## src/hdl/sorted_set_merge_engine_assert.svh

```systemverilog
// Assertion helpers for the sorted-set merge engine.
`ifndef SORTED_SET_MERGE_ENGINE_ASSERT_SVH
`define SORTED_SET_MERGE_ENGINE_ASSERT_SVH

// Same-cycle implication, sampled on the rising edge, off during reset.
`define SSME_ASSERT_NOW(label, ante, cons, msg) \
  label: assert property (@(posedge clk) disable iff (rst) (ante) |-> (cons)) \
    else $error(msg);

// Next-cycle implication, sampled on the rising edge, off during reset.
`define SSME_ASSERT_NEXT(label, ante, cons, msg) \
  label: assert property (@(posedge clk) disable iff (rst) (ante) |=> (cons)) \
    else $error(msg);

`endif

```

## src/hdl/ssme_pkg.sv

```systemverilog
package ssme_pkg;

  localparam int SET_CAPACITY_DEF = 16;
  localparam int VAL_W            = 32;
  localparam int CMD_W            = 2;
  localparam int OP_W             = 2;
  localparam int ADDR_W           = 3;
  localparam int DATA_W           = 32;

  // Input commands
  localparam logic [CMD_W-1:0] CMD_LOAD_A = 2'd0;
  localparam logic [CMD_W-1:0] CMD_LOAD_B = 2'd1;
  localparam logic [CMD_W-1:0] CMD_RUN    = 2'd2;

  // Merge operations
  localparam logic [OP_W-1:0] OP_UNION = 2'd0;
  localparam logic [OP_W-1:0] OP_INTER = 2'd1;
  localparam logic [OP_W-1:0] OP_DIFF  = 2'd2;
  localparam logic [OP_W-1:0] OP_RSVD  = 2'd3;

  // Register byte addresses
  localparam logic [ADDR_W-1:0] ADDR_OPERATION = 3'd0;

  typedef enum logic [1:0] {
    ST_IDLE = 2'b01,
    ST_RUN  = 2'b10
  } state_t;

  // Controller to datapath
  typedef struct packed {
    logic load_a;
    logic load_b;
    logic start;
    logic step;
    logic finish;
  } cmd_t;

  // Datapath to controller
  typedef struct packed {
    logic slot_free;
    logic merge_end;
  } status_t;

endpackage

```

## src/hdl/sorted_set_merge_engine.sv

```systemverilog
// Channel  | Handshake              | Payload
// ---------+------------------------+-------------------------------------
// input    | in_valid / in_ready    | command, value
// output   | out_valid / out_ready  | value_res, last, empty_res, overflow
// config   | APB psel/penable/...   | operation at byte address 0
//
// A run item walks both stores one merge step per cycle while the output
// slot is free (one compare and index advance on the registered-read stores),
// at most count_a + count_b steps, plus a closing step that emits the last
// item; no input item is taken while a run is in progress.
// Reset clears both counts, the overflow flag and the operation register;
// store contents are undefined until loaded and need no clearing.
// A stalled output holds the merge in place; a load is taken even while
// the final item of the previous run still waits in the output register.
module sorted_set_merge_engine #(
  parameter int SET_CAPACITY = ssme_pkg::SET_CAPACITY_DEF
) (
  input  logic                                  clk,
  input  logic                                  rst,
  // input items
  input  logic                                  in_valid,
  output logic                                  in_ready,
  input  logic [ssme_pkg::CMD_W-1:0]            command,
  input  logic signed [ssme_pkg::VAL_W-1:0]     value,
  // result items
  output logic                                  out_valid,
  input  logic                                  out_ready,
  output logic signed [ssme_pkg::VAL_W-1:0]     value_res,
  output logic                                  last,
  output logic                                  empty_res,
  output logic                                  overflow,
  // configuration port
  input  logic                                  psel,
  input  logic                                  penable,
  input  logic                                  pwrite,
  input  logic [ssme_pkg::ADDR_W-1:0]           paddr,
  input  logic [ssme_pkg::DATA_W-1:0]           pwdata,
  output logic [ssme_pkg::DATA_W-1:0]           prdata,
  output logic                                  pready
);

  import ssme_pkg::*;

  logic [OP_W-1:0] operation;
  cmd_t            cmd;
  status_t         status;

  // Configuration: single register, zero wait states
  assign pready = 1'b1;
  assign prdata = (paddr == ADDR_OPERATION) ? DATA_W'(operation) : '0;

  always_ff @(posedge clk) begin
    if (rst) begin
      operation <= OP_UNION;
    end else if (psel && penable && pwrite && pready && (paddr == ADDR_OPERATION)) begin
      operation <= pwdata[OP_W-1:0];
    end
  end

  // Sequencing: idle takes loads and runs, run steps the merge
  ssme_ctrl u_ctrl (
    .clk      (clk),
    .rst      (rst),
    .in_valid (in_valid),
    .command  (command),
    .status   (status),
    .in_ready (in_ready),
    .cmd      (cmd)
  );

  // Stores, indices, merge compare and output register
  ssme_dp #(.SET_CAPACITY(SET_CAPACITY)) u_dp (
    .clk       (clk),
    .rst       (rst),
    .cmd       (cmd),
    .operation (operation),
    .value     (value),
    .out_ready (out_ready),
    .status    (status),
    .out_valid (out_valid),
    .value_res (value_res),
    .last      (last),
    .empty_res (empty_res),
    .overflow  (overflow)
  );

`include "sorted_set_merge_engine_assert.svh"

  `SSME_ASSERT_NOW(a_empty_is_last, out_valid && empty_res, last, "empty item not marked last")
  `SSME_ASSERT_NOW(a_empty_zero, out_valid && empty_res, value_res == '0, "empty item has value")
  `SSME_ASSERT_NEXT(a_run_blocks, cmd.start, !in_ready, "input taken during run")
  `SSME_ASSERT_NEXT(a_finish_last, cmd.finish, out_valid && last, "run closed without last item")

endmodule

```

## src/hdl/ssme_ram.sv

```systemverilog
module ssme_ram #(
  parameter int WIDTH = 32,
  parameter int DEPTH = 16,
  parameter int AW    = (DEPTH > 1) ? $clog2(DEPTH) : 1
) (
  input  logic             clk,
  input  logic             we,
  input  logic [AW-1:0]    waddr,
  input  logic [WIDTH-1:0] wdata,
  input  logic [AW-1:0]    raddr,
  output logic [WIDTH-1:0] rdata
);

  logic [WIDTH-1:0] mem [DEPTH];

  always_ff @(posedge clk) begin
    if (we) begin
      mem[waddr] <= wdata;
    end
    rdata <= mem[raddr];
  end

endmodule

```

## src/hdl/ssme_ctrl.sv

```systemverilog
module ssme_ctrl (
  input  logic                           clk,
  input  logic                           rst,
  input  logic                           in_valid,
  input  logic [ssme_pkg::CMD_W-1:0]     command,
  input  ssme_pkg::status_t              status,
  output logic                           in_ready,
  output ssme_pkg::cmd_t                 cmd
);

  import ssme_pkg::*;

  state_t state, state_next;
  logic   accept;

  assign in_ready = (state == ST_IDLE);
  assign accept   = in_valid && in_ready;

  always_comb begin
    state_next = state;
    cmd        = '0;
    unique case (state)
      ST_IDLE: begin
        cmd.load_a = accept && (command == CMD_LOAD_A);
        cmd.load_b = accept && (command == CMD_LOAD_B);
        cmd.start  = accept && (command == CMD_RUN);
        if (cmd.start) begin
          state_next = ST_RUN;
        end
      end
      ST_RUN: begin
        // advance one merge step per cycle while the output slot is free
        cmd.step   = status.slot_free && !status.merge_end;
        cmd.finish = status.slot_free && status.merge_end;
        if (cmd.finish) begin
          state_next = ST_IDLE;
        end
      end
      default: begin
        state_next = ST_IDLE;
      end
    endcase
  end

  always_ff @(posedge clk) begin
    if (rst) begin
      state <= ST_IDLE;
    end else begin
      state <= state_next;
    end
  end

endmodule

```

## src/hdl/ssme_dp.sv

```systemverilog
module ssme_dp #(
  parameter int SET_CAPACITY = ssme_pkg::SET_CAPACITY_DEF
) (
  input  logic                                  clk,
  input  logic                                  rst,
  input  ssme_pkg::cmd_t                        cmd,
  input  logic [ssme_pkg::OP_W-1:0]             operation,
  input  logic signed [ssme_pkg::VAL_W-1:0]     value,
  input  logic                                  out_ready,
  output ssme_pkg::status_t                     status,
  output logic                                  out_valid,
  output logic signed [ssme_pkg::VAL_W-1:0]     value_res,
  output logic                                  last,
  output logic                                  empty_res,
  output logic                                  overflow
);

  import ssme_pkg::*;

  localparam int AW = (SET_CAPACITY > 1) ? $clog2(SET_CAPACITY) : 1;
  localparam int CW = $clog2(SET_CAPACITY + 1);
  localparam logic [CW-1:0] CAP = CW'(SET_CAPACITY);

  logic [CW-1:0]    count_a, count_b, idx_a, idx_b;
  logic [CW-1:0]    idx_a_next, idx_b_next;
  logic             ovf_flag;
  logic [VAL_W-1:0] rd_a, rd_b;
  logic             we_a, we_b;
  logic             hold_valid;
  logic [VAL_W-1:0] hold_value;
  logic             a_ok, b_ok, op_ok;
  logic             emit, adv_a, adv_b, merge_end;
  logic [VAL_W-1:0] emit_val;
  logic             push;

  assign we_a = cmd.load_a && (count_a < CAP);
  assign we_b = cmd.load_b && (count_b < CAP);

  ssme_ram #(.WIDTH(VAL_W), .DEPTH(SET_CAPACITY)) u_ram_a (
    .clk   (clk),
    .we    (we_a),
    .waddr (count_a[AW-1:0]),
    .wdata (value),
    .raddr (idx_a_next[AW-1:0]),
    .rdata (rd_a)
  );

  ssme_ram #(.WIDTH(VAL_W), .DEPTH(SET_CAPACITY)) u_ram_b (
    .clk   (clk),
    .we    (we_b),
    .waddr (count_b[AW-1:0]),
    .wdata (value),
    .raddr (idx_b_next[AW-1:0]),
    .rdata (rd_b)
  );

  assign a_ok  = idx_a < count_a;
  assign b_ok  = idx_b < count_b;
  assign op_ok = operation != OP_RSVD;

  // Merge decision on the two heads
  always_comb begin
    emit      = 1'b0;
    emit_val  = rd_a;
    adv_a     = 1'b0;
    adv_b     = 1'b0;
    merge_end = 1'b0;
    if (op_ok && a_ok && b_ok) begin
      if ($signed(rd_a) < $signed(rd_b)) begin
        emit  = operation != OP_INTER;
        adv_a = 1'b1;
      end else if ($signed(rd_b) < $signed(rd_a)) begin
        emit     = operation == OP_UNION;
        emit_val = rd_b;
        adv_b    = 1'b1;
      end else begin
        emit  = operation != OP_DIFF;
        adv_a = 1'b1;
        adv_b = 1'b1;
      end
    end else if (op_ok && a_ok && (operation != OP_INTER)) begin
      emit  = 1'b1;
      adv_a = 1'b1;
    end else if (op_ok && b_ok && (operation == OP_UNION)) begin
      emit     = 1'b1;
      emit_val = rd_b;
      adv_b    = 1'b1;
    end else begin
      merge_end = 1'b1;
    end
  end

  always_comb begin
    idx_a_next = idx_a;
    idx_b_next = idx_b;
    if (cmd.finish) begin
      idx_a_next = '0;
      idx_b_next = '0;
    end else if (cmd.step) begin
      if (adv_a) idx_a_next = idx_a + CW'(1);
      if (adv_b) idx_b_next = idx_b + CW'(1);
    end
  end

  assign status.slot_free = !out_valid || out_ready;
  assign status.merge_end = merge_end;

  // The held item goes out when a newer one replaces it or the run closes
  assign push = (cmd.step && emit && hold_valid) || cmd.finish;

  always_ff @(posedge clk) begin
    if (rst) begin
      count_a    <= '0;
      count_b    <= '0;
      ovf_flag   <= 1'b0;
      idx_a      <= '0;
      idx_b      <= '0;
      hold_valid <= 1'b0;
      out_valid  <= 1'b0;
    end else begin
      idx_a <= idx_a_next;
      idx_b <= idx_b_next;
      if (we_a) count_a <= count_a + CW'(1);
      if (we_b) count_b <= count_b + CW'(1);
      if ((cmd.load_a && !we_a) || (cmd.load_b && !we_b)) begin
        ovf_flag <= 1'b1;
      end
      if (cmd.finish) begin
        count_a    <= '0;
        count_b    <= '0;
        ovf_flag   <= 1'b0;
        hold_valid <= 1'b0;
      end else if (cmd.step && emit) begin
        hold_valid <= 1'b1;
      end
      if (push) begin
        out_valid <= 1'b1;
      end else if (out_ready) begin
        out_valid <= 1'b0;
      end
    end
  end

  always_ff @(posedge clk) begin
    if (cmd.step && emit) begin
      hold_value <= emit_val;
    end
    if (push) begin
      overflow  <= ovf_flag;
      last      <= cmd.finish;
      empty_res <= cmd.finish && !hold_valid;
      value_res <= (cmd.finish && !hold_valid) ? '0 : hold_value;
    end
  end

endmodule

```

## config.mk

```make
export PLATFORM = sky130hd
export DESIGN_NAME = sorted_set_merge_engine
export DESIGN_NICKNAME = d
export VERILOG_FILES = /design/src/hdl/ssme_pkg.sv /design/src/hdl/sorted_set_merge_engine.sv /design/src/hdl/ssme_ram.sv /design/src/hdl/ssme_ctrl.sv /design/src/hdl/ssme_dp.sv
export VERILOG_INCLUDE_DIRS = /design/src /design/src/hdl
export SDC_FILE = /design/constraint.sdc
export NUM_CORES = 1
export LEC_CHECK = 0
export BUFFER_PORTS_ARGS = -buffer_cell sky130_fd_sc_hd__buf_2
export CAP_MARGIN = 5
export CORE_MARGIN = 5
export CORE_UTILIZATION = 45
export CTS_CLUSTER_DIAMETER = 100
export DETAILED_ROUTE_END_ITERATION = 6
export PLACE_DENSITY = 0.71
export SYNTH_ARGS = -nofsm -noshare
export SYNTH_HDL_FRONTEND = slang
export SYNTH_SLANG_ARGS = --single-unit
```

## constraint.sdc

```tcl
create_clock -name clk -period 13.4 [get_ports clk]
set_input_delay 1.34 -clock clk [delete_from_list [all_inputs] [get_ports clk]]
set_output_delay 1.34 -clock clk [all_outputs]
set_load 0.01 [all_outputs]
```

==> flow_metrics.py, run 1 <==
metrics = {
    "timing": {
        "worst_clock_skew_ns": 0.06185,
        "tns_ns": 0,
        "rsz0062_at_grt": "no",
        "timing.final.crit_share": 0.4935,
        "max_slew_margin": 0.2044,
        "fin_crit_ns": 6.613,
        "fmax_mhz": 151.2,
        "slew_violations": 0,
        "worst_pin_slew_ns": 1.178,
        "finalHoldViolations": 0,
        "setup_violations": 0,
    },
    "logic_synthesis": {
        "synth_area_leaders": "edfxtp_1, mux2i_1, dfxtp_1",
        "synth-main-ff-cell": "edfxtp_1",
        "yosys-top-cells-count": "edfxtp_1, nand2_1, mux2i_1",
        "yosysSeqAreaShare": 0.7341,
        "synth_cell_types": 73,
        "synth_area_mm2": 0.04711,
        "syn-instance-count": 2973,
        "yosysMostFrequentCell": "edfxtp_1",
        "synth_enable_flop_cells": 1091,
        "synthArstFlopShare": 0,
        "yosysWarnings": 0,
        "synth_top_area_cell": "edfxtp_1",
        "ys_ff_latch": 1182,
        "synth_top_area_share": 0.6954,
        "syn_area_per_cell_um2": 15.85,
    },
    "power": {
        "p_seq_frac": 0.542,
        "p_clk_frac": 0.440,
        "switchingPower_mw": 1.457,
        "power_frac_comb": 0.018,
        "vdd_drop_max_v": 0.0001065,
        "total_power_mw": 7.466,
        "leakagePower_nw": 16.74,
        "p_per_area_mw_per_mm2": 140.5,
        "switching_share": 0.1951,
        "p_int_mw": 6.009,
    },
    "floorplanning": {
        "initial_utilization": 0.4539,
        "dieArea_mm2": 0.1113,
        "io_pins": 146,
        "num_rows": 118,
        "chipHeight_um": 333.6,
        "dieWidth_um": 333.6,
        "coreArea_mm2": 0.1038,
    },
    "worst_setup_path": {
        "path_buf_inv": 3,
        "endpoint_kind": "register",
        "crit_required_ns": 13.95,
        "max_stage_delay_ns": 1.01,
        "worstRegToRegCells": 13,
        "worstSetupPathType": "reg2reg",
        "cp_top_family": "simple AND/OR/NAND/NOR gates",
        "cp_slowest_cell": "nor3_1",
        "worst_setup_path_start_kind": "register",
        "cp_cell_sequence": "inv_1, ha_1, nand4_1, nor3_1, a21boi_0, o41ai_1, nand4_2, a21o_2, o2bb2ai_4, buf_4, buf_4, a311oi_1, or4_1",
        "cp_max_fo": 76,
        "critPathArrivalTime_ns": 7.16,
        "cpMostUsedCell": "buf_4",
        "cp.depth": 13,
    },
    "route": {
        "antenna_left": 0,
        "drcViolationCount": 0,
        "vias": 26500,
        "firstDrtPassIters": 5,
        "routed_via_density": 5.835,
        "wl_um": 113300,
        "route.detailed.wl_per_inst_um": 24.95,
        "drt-initial-drc-count": 3280,
    },
    "global_route": {
        "grt_max_degree": 155,
        "top_usage_layer": "met2",
        "grt_pass1_wl_um": 164500,
        "grtUsageMet2": 0.3049,
        "gr-total-overflow": 0,
        "grt_pass1_vias": 25410,
        "use_met3": 0.03101,
        "antenna_found_initial": 6,
        "met1_usage": 0.2836,
        "gr-usage-all-layers": 0.1963,
    },
    "clock_network": {
        "cts_tree": "yes",
        "clockBufferDepth": 3,
        "h-tree-depth": 3,
        "cts_buffers": 112,
        "clock-sinks": 1182,
        "worstSkewPairLatency_ns": 0.71,
        "root_buffer": "clkbuf_16",
        "clk_pin_slew_ns": 0.06,
        "hold_buffers": 0,
        "cts_resized": 0,
        "cts_setup_buffers": 0,
    },
    "finish": {
        "ff_latch_area_mm2": 0.03458,
        "syn_to_final_growth_pct": 12.80,
        "fin_nets": 3187,
        "nFillCells": 8246,
        "multiInputGateArea_mm2": 0.01177,
        "drive_gt1_frac": 0.1582,
        "fin_area_mm2": 0.05314,
    },
    "worst_hold_path": {
        "whs_path_depth": 0,
        "min_path_type": "reg2reg",
    },
    "placed_design": {
        "globalplace.congestion": 0.8263,
        "dp_hpwl_um": 62820,
        "placed_area_mm2": 0.04925,
        "numPortBuffers": 84,
    },
    "run_status": {
        "status": "finished, final reports clean",
    },
    "run": {
        "cap_violations": 0,
    },
}
stage by stage:
step	instances	hold slack [ns]	setup slack [ns]	utilization
final	4542	0.4518	6.787	0.5120
after global routing	4542	0.4570	6.587	0.5120
after global placement	4327	0.4248	7.058	0.4745
after detailed placement	4327	0.4398	7.024	0.4745
after floorplan	3002	0.4090	7.318	-
after CTS	4540	0.4541	6.971	0.5119
final timing paths:
path | endpoint | slack (ns) | startpoint
setup / recovery | u_dp.u_ram_a.rdata[23] | 6.79 | u_dp.u_ram_a.rdata[14]
hold / removal | u_dp.overflow | 0.45 | u_dp.ovf_flag
setup reg to reg | u_dp.u_ram_a.rdata[23] | 6.79 | u_dp.u_ram_a.rdata[14]
hold reg to reg | u_dp.overflow | 0.45 | u_dp.ovf_flag
final cells by class:
class                           instances  share of cell area
Sequential cell                      1182              0.6508
Multi-Input combinational cell       1558              0.2216
Clock buffer                          157             0.05915
Tap cell                             1380             0.03249
Timing Repair Buffer                  156             0.01832
Clock inverter                         56             0.01399
Inverter                               51            0.003602
Antenna cell                            2          0.00009418
routing by layer:
metal | part of all wire | routed length [µm] | vias up
met5 | 0.000097 | 11 | -
met4 | 0.034 | 3886 | 2
met3 | 0.084 | 9509 | 221
met2 | 0.45 | 51490 | 1171
met1 | 0.43 | 48420 | 13360
li1 | - | - | 11750
logic make-up after synthesis:
logic type                 Yosys count  synth area share
DFF                               1182            0.7341
and+or+nand+nor                    602           0.06220
AOI/OAI and AO/OA                  536           0.08987
muxes                              325           0.07157
buffers and inverters              262           0.02621
adders and majority gates           51           0.01349
xor gates and xnor gates            13          0.002417
other                                2         0.0001594
flip-flops by register name, indices dropped and copies added (netlist names):
register            count
u_dp.last               1
u_dp.idx_b              5
u_dp.overflow           1
u_dp.u_ram_b.rdata     32
u_dp.u_ram_b.mem      512
u_dp.ovf_flag           1
operation               2
u_dp.value_res         32
u_dp.u_ram_a.rdata     32
u_dp.empty_res          1
u_dp.hold_valid         1
u_dp.u_ram_a.mem      512
u_ctrl.state            2
u_dp.count_b            5
u_dp.idx_a              5
u_dp.count_a            5
u_dp.hold_value        32
u_dp.out_valid          1
placed cells by master (no fill, tap or decap), types with 50 or more instances in the layout:
master | Yosys | routed
edfxtp_1 | 1091 | 1091
nand2_1 | 297 | 296
mux2i_1 | 230 | 230
clkbuf_16 | 0 | 113
a211oi_1 | 107 | 107
nor2b_1 | 103 | 103
mux2_2 | 94 | 94
dfxtp_1 | 91 | 91
buf_2 | 60 | 84
buf_4 | 37 | 71
a311oi_1 | 68 | 67
a21boi_0 | 66 | 66
o211ai_1 | 64 | 64
o22ai_1 | 64 | 64
ha_1 | 50 | 50
power groups by stage:
stage | registers (mW) | logic [mW] | clock network, mW
floorplan | 4.12 | 0.0632 | 0
CTS | 4.05 | 0.131 | 3.33
detailed placement | 4.13 | 0.130 | 0
global route | 4.05 | 0.144 | 3.49
global placement | 4.12 | 0.127 | 0
finish | 4.05 | 0.133 | 3.29
(Power assumes the default switching activity.)
==> run 2, diff against run 1 <==
Settings changed: ABC_AREA from default to 1, PLACE_DENSITY 0.71 to 0.73.
Clock period 13.4 ns to 5.61 ns, I/O delays scaled along.
==> run 2 against run 1 <==
  * The run now ends with design-rule violations left
  * Setup slack worse by 5.9 ns
  * Area after synthesis grew 10%
  * Final cell count increased by 42%
  * Synthesized cell count up 64%
  * Core utilization fell by 0.95 points
  * Worst hold slack got worse by 0.26 ns
  * Critical path type unchanged
  * Highest routed layer unchanged
==> flow_metrics.py, run 2 <==
metrics = {
    "run_status": {
        "status": "complete, but fails checks",
        "violations": "design-rule violations",
    },
    "finish": {
        "fin_nets": 4948,
        "reg_top3": "u_dp.u_ram_a.mem (512), u_dp.u_ram_b.mem (512)",
        "drive_gt1_frac": 0.07964,
        "layout_common_cells": "edfxtp_1, inv_1, nand3_1",
        "fin_area_mm2": 0.05761,
        "syn_to_final_growth_pct": 10.71,
        "final_common_cell": "edfxtp_1",
    },
    "worst_hold_path": {
        "min-delay-start": "pwdata[1]",
        "whs_path_depth": 3,
        "min_path_type": "in2reg",
        "min_to": "operation[1]",
    },
    "timing": {
        "rsz0062_at_grt": "no",
        "max_slew_margin": 0.1975,
        "setup_violations": 0,
        "fin_crit_ns": 4.768,
        "worst_clock_skew_ns": 0.03185,
        "worst_pin_slew_ns": 1.204,
        "tns_ns": 0,
        "finalHoldViolations": 0,
        "timing.final.crit_share": 0.8499,
        "fmax_mhz": 209.7,
        "postLayoutSetupSlackWorst_ns": 0.8420,
        "slew_violations": 0,
    },
    "power": {
        "switching_share": 0.1983,
        "vdd_drop_max_v": 0.0002888,
        "total_power_mw": 17.93,
        "power_frac_comb": 0.020,
        "leakagePower_nw": 23.98,
        "p_per_area_mw_per_mm2": 311.3,
        "p_seq_frac": 0.540,
        "p_clk_frac": 0.440,
        "switchingPower_mw": 3.557,
        "p_int_mw": 14.38,
    },
    "logic_synthesis": {
        "synth_area_leaders": "edfxtp_1, nand3_1, inv_1",
        "synth_compound_area_frac": 0.02804,
        "yosysSeqAreaShare": 0.6646,
        "synth_top_area_cell": "edfxtp_1",
        "syn_area_per_cell_um2": 10.70,
        "synthMuxAreaShare": 0,
        "synthXorXnorAreaFrac": 0.0003366,
        "yosys-top-cells-count": "edfxtp_1, inv_1, nand3_1",
        "synth_top_area_share": 0.6296,
        "yosysWarnings": 0,
        "synth-simple-area-share": 0.1872,
        "synth_cell_types": 43,
        "synth_enable_flop_cells": 1091,
        "ys_ff_latch": 1182,
        "syn-instance-count": 4864,
        "synthArstFlopShare": 0,
        "synth_area_mm2": 0.05204,
        "yosysMostFrequentCell": "edfxtp_1",
        "synth-main-ff-cell": "edfxtp_1",
        "synth_top_family_by_area": "simple AND/OR/NAND/NOR gates",
        "synthAdderAreaFrac": 0.01202,
    },
    "route": {
        "routed_via_density": 5.534,
        "drcViolationCount": 1,
        "route.detailed.wl_per_inst_um": 20.67,
        "vias": 35630,
        "antenna_left": 0,
        "wl_um": 133100,
        "firstDrtPassIters": 7,
        "drt-initial-drc-count": 4764,
    },
    "worst_setup_path": {
        "r2r-start": "u_dp.count_a[3]",
        "cp_cell_sequence": "inv_1, ha_1, nand2_1, o211ai_2, a21oi_1, and2_1, nor3_4, nand2_8, nand3_4, buf_12, buf_4, nand2_1, nand3_1, nand3_1, nand3_1, nand2_1",
        "endpoint_kind": "register",
        "worst_setup_path_start_kind": "register",
        "worstSetupPathType": "reg2reg",
        "cp_top_family": "simple AND/OR/NAND/NOR gates",
        "worstRegToRegCells": 16,
        "crit_required_ns": 6.18,
        "cp_max_fo": 176,
        "cp_slowest_cell": "buf_4",
        "critPathArrivalTime_ns": 5.34,
        "rrSetupSlack_ns": 0.84,
        "path_buf_inv": 3,
        "max_stage_delay_ns": 0.84,
        "rr_endpoint": "u_dp.u_ram_b.rdata[11]",
    },
    "global_route": {
        "gr-total-overflow": 0,
        "grt_max_degree": 257,
        "antenna_found_initial": 9,
        "grt_pass1_wl_um": 198400,
        "gr-usage-all-layers": 0.2103,
        "grt_pass1_vias": 32940,
    },
    "floorplanning": {
        "dieWidth_um": 350.1,
        "num_rows": 124,
        "chipHeight_um": 350.1,
        "coreArea_mm2": 0.1147,
        "dieArea_mm2": 0.1225,
        "initial_utilization": 0.4539,
        "io_pins": 146,
    },
    "clock_network": {
        "hold_buffers": 0,
        "cts_setup_buffers": 0,
        "cts_tree": "yes",
        "clk_pin_slew_ns": 0.06,
        "cts_buffers": 116,
        "clockBufferDepth": 3,
        "clock-sinks": 1182,
        "root_buffer": "clkbuf_16",
        "cts_resized": 0,
        "worstSkewPairLatency_ns": 0.69,
        "h-tree-depth": 3,
    },
    "placed_design": {
        "numPortBuffers": 84,
        "dp_slack_ns": 1.021,
        "globalplace.congestion": 0.8239,
        "dp_hpwl_um": 71110,
        "placed_area_mm2": 0.05369,
    },
    "run": {
        "cap_violations": 0,
    },
}
run 2: cell count changes after synthesis, moves of 48 or more:
cell,change
nand2_1,+462
mux2i_1,-230
mux2_2,-94
nand4_1,+339
a311oi_1,-68
o22ai_1,-64
buf_2,+160
nor2b_1,-103
inv_1,+952
nand3_1,+764
a21boi_0,-66
a211oi_1,-105
clkbuf_1,-48
run 2: area by class of cell:
class | instances | area [µm²]
clock buffers | 158 | 3254
repair buffers | 151 | 1111
clock inverters | 60 | 654.4
diodes | 4 | 10.01
well taps | 1512 | 1892
fillers | 9527 | 57050
flip-flops and latches | 1182 | 34580
multi-input cells | 2359 | 12300
inverters | 1012 | 3804
run 2: routing by layer:
metal	GRT usage	routed length [µm]	up-vias
met5	0	19	-
li1	-	-	16370
met3	0.03423	13920	331
met2	0.3413	62410	1905
met1	0.2896	52250	17020
met4	0.07537	4470	2
run 2: power groups by stage:
| stage | clock [mW] | combinational (mW) | sequential, mW |
|---|---|---|---|
| global route | 8.36 | 0.400 | 9.67 |
| detailed placement | 0 | 0.357 | 9.86 |
| floorplan | 0 | 0.175 | 9.85 |
| global placement | 0 | 0.344 | 9.86 |
| CTS | 7.95 | 0.358 | 9.67 |
| finish | 7.89 | 0.365 | 9.68 |
run 2: worst max-delay path by stage:
stage / start / slack (ns) / depth (start not counted) / endpoint
final: u_dp.count_a[3] / 0.84 / 16 / u_dp.u_ram_b.rdata[11]
after global routing: u_dp.count_a[3] / 0.52 / 16 / u_dp.u_ram_b.rdata[20]
after floorplan: u_dp.u_ram_a.rdata[31] / 0.94 / 12 / u_dp.empty_res
after CTS: u_dp.count_a[3] / 0.99 / 19 / u_dp.u_ram_b.rdata[11]
after global placement: u_dp.count_a[3] / 1.12 / 16 / u_dp.u_ram_b.rdata[11]
after detailed placement: u_dp.count_a[3] / 1.02 / 19 / u_dp.u_ram_b.rdata[11]
run 2: cells by family (layout without fill, tap and decap cells):
| kind of cell | Yosys count | count (layout) |
|---|---|---|
| and+or+nand+nor | 2031 | 2031 |
| buffers and inverters | 1352 | 1381 |
| adders and majority gates | 50 | 50 |
| AOI/OAI and AO/OA | 245 | 245 |
| xor gates and xnor gates | 2 | 2 |
| DFF | 1182 | 1182 |
| other | 2 | 35 |
run 2: stage by stage:
step / hold slack [ns] / cells / util
5_1_grt: 0.2068 / 6435 / 0.5024
2_1_floorplan: 0.4090 / 4893 / -
3_5_place_dp: 0.4621 / 6216 / 0.4683
6_report: 0.1894 / 6438 / 0.5025
3_3_place_gp: 0.4655 / 6216 / 0.4683
4_1_cts: 0.1633 / 6434 / 0.5024
run 2: worst register-to-register path, delay by kind of cell (launching register included):
family	cells	cell delay [ns]
AO/OA/AOI/OAI	2	0.45
adder cells (fa/ha/maj)	1	0.31
flip-flops	1	0.42
buffers and inverters	3	1.74
AND/OR/NAND/NOR	10	1.73
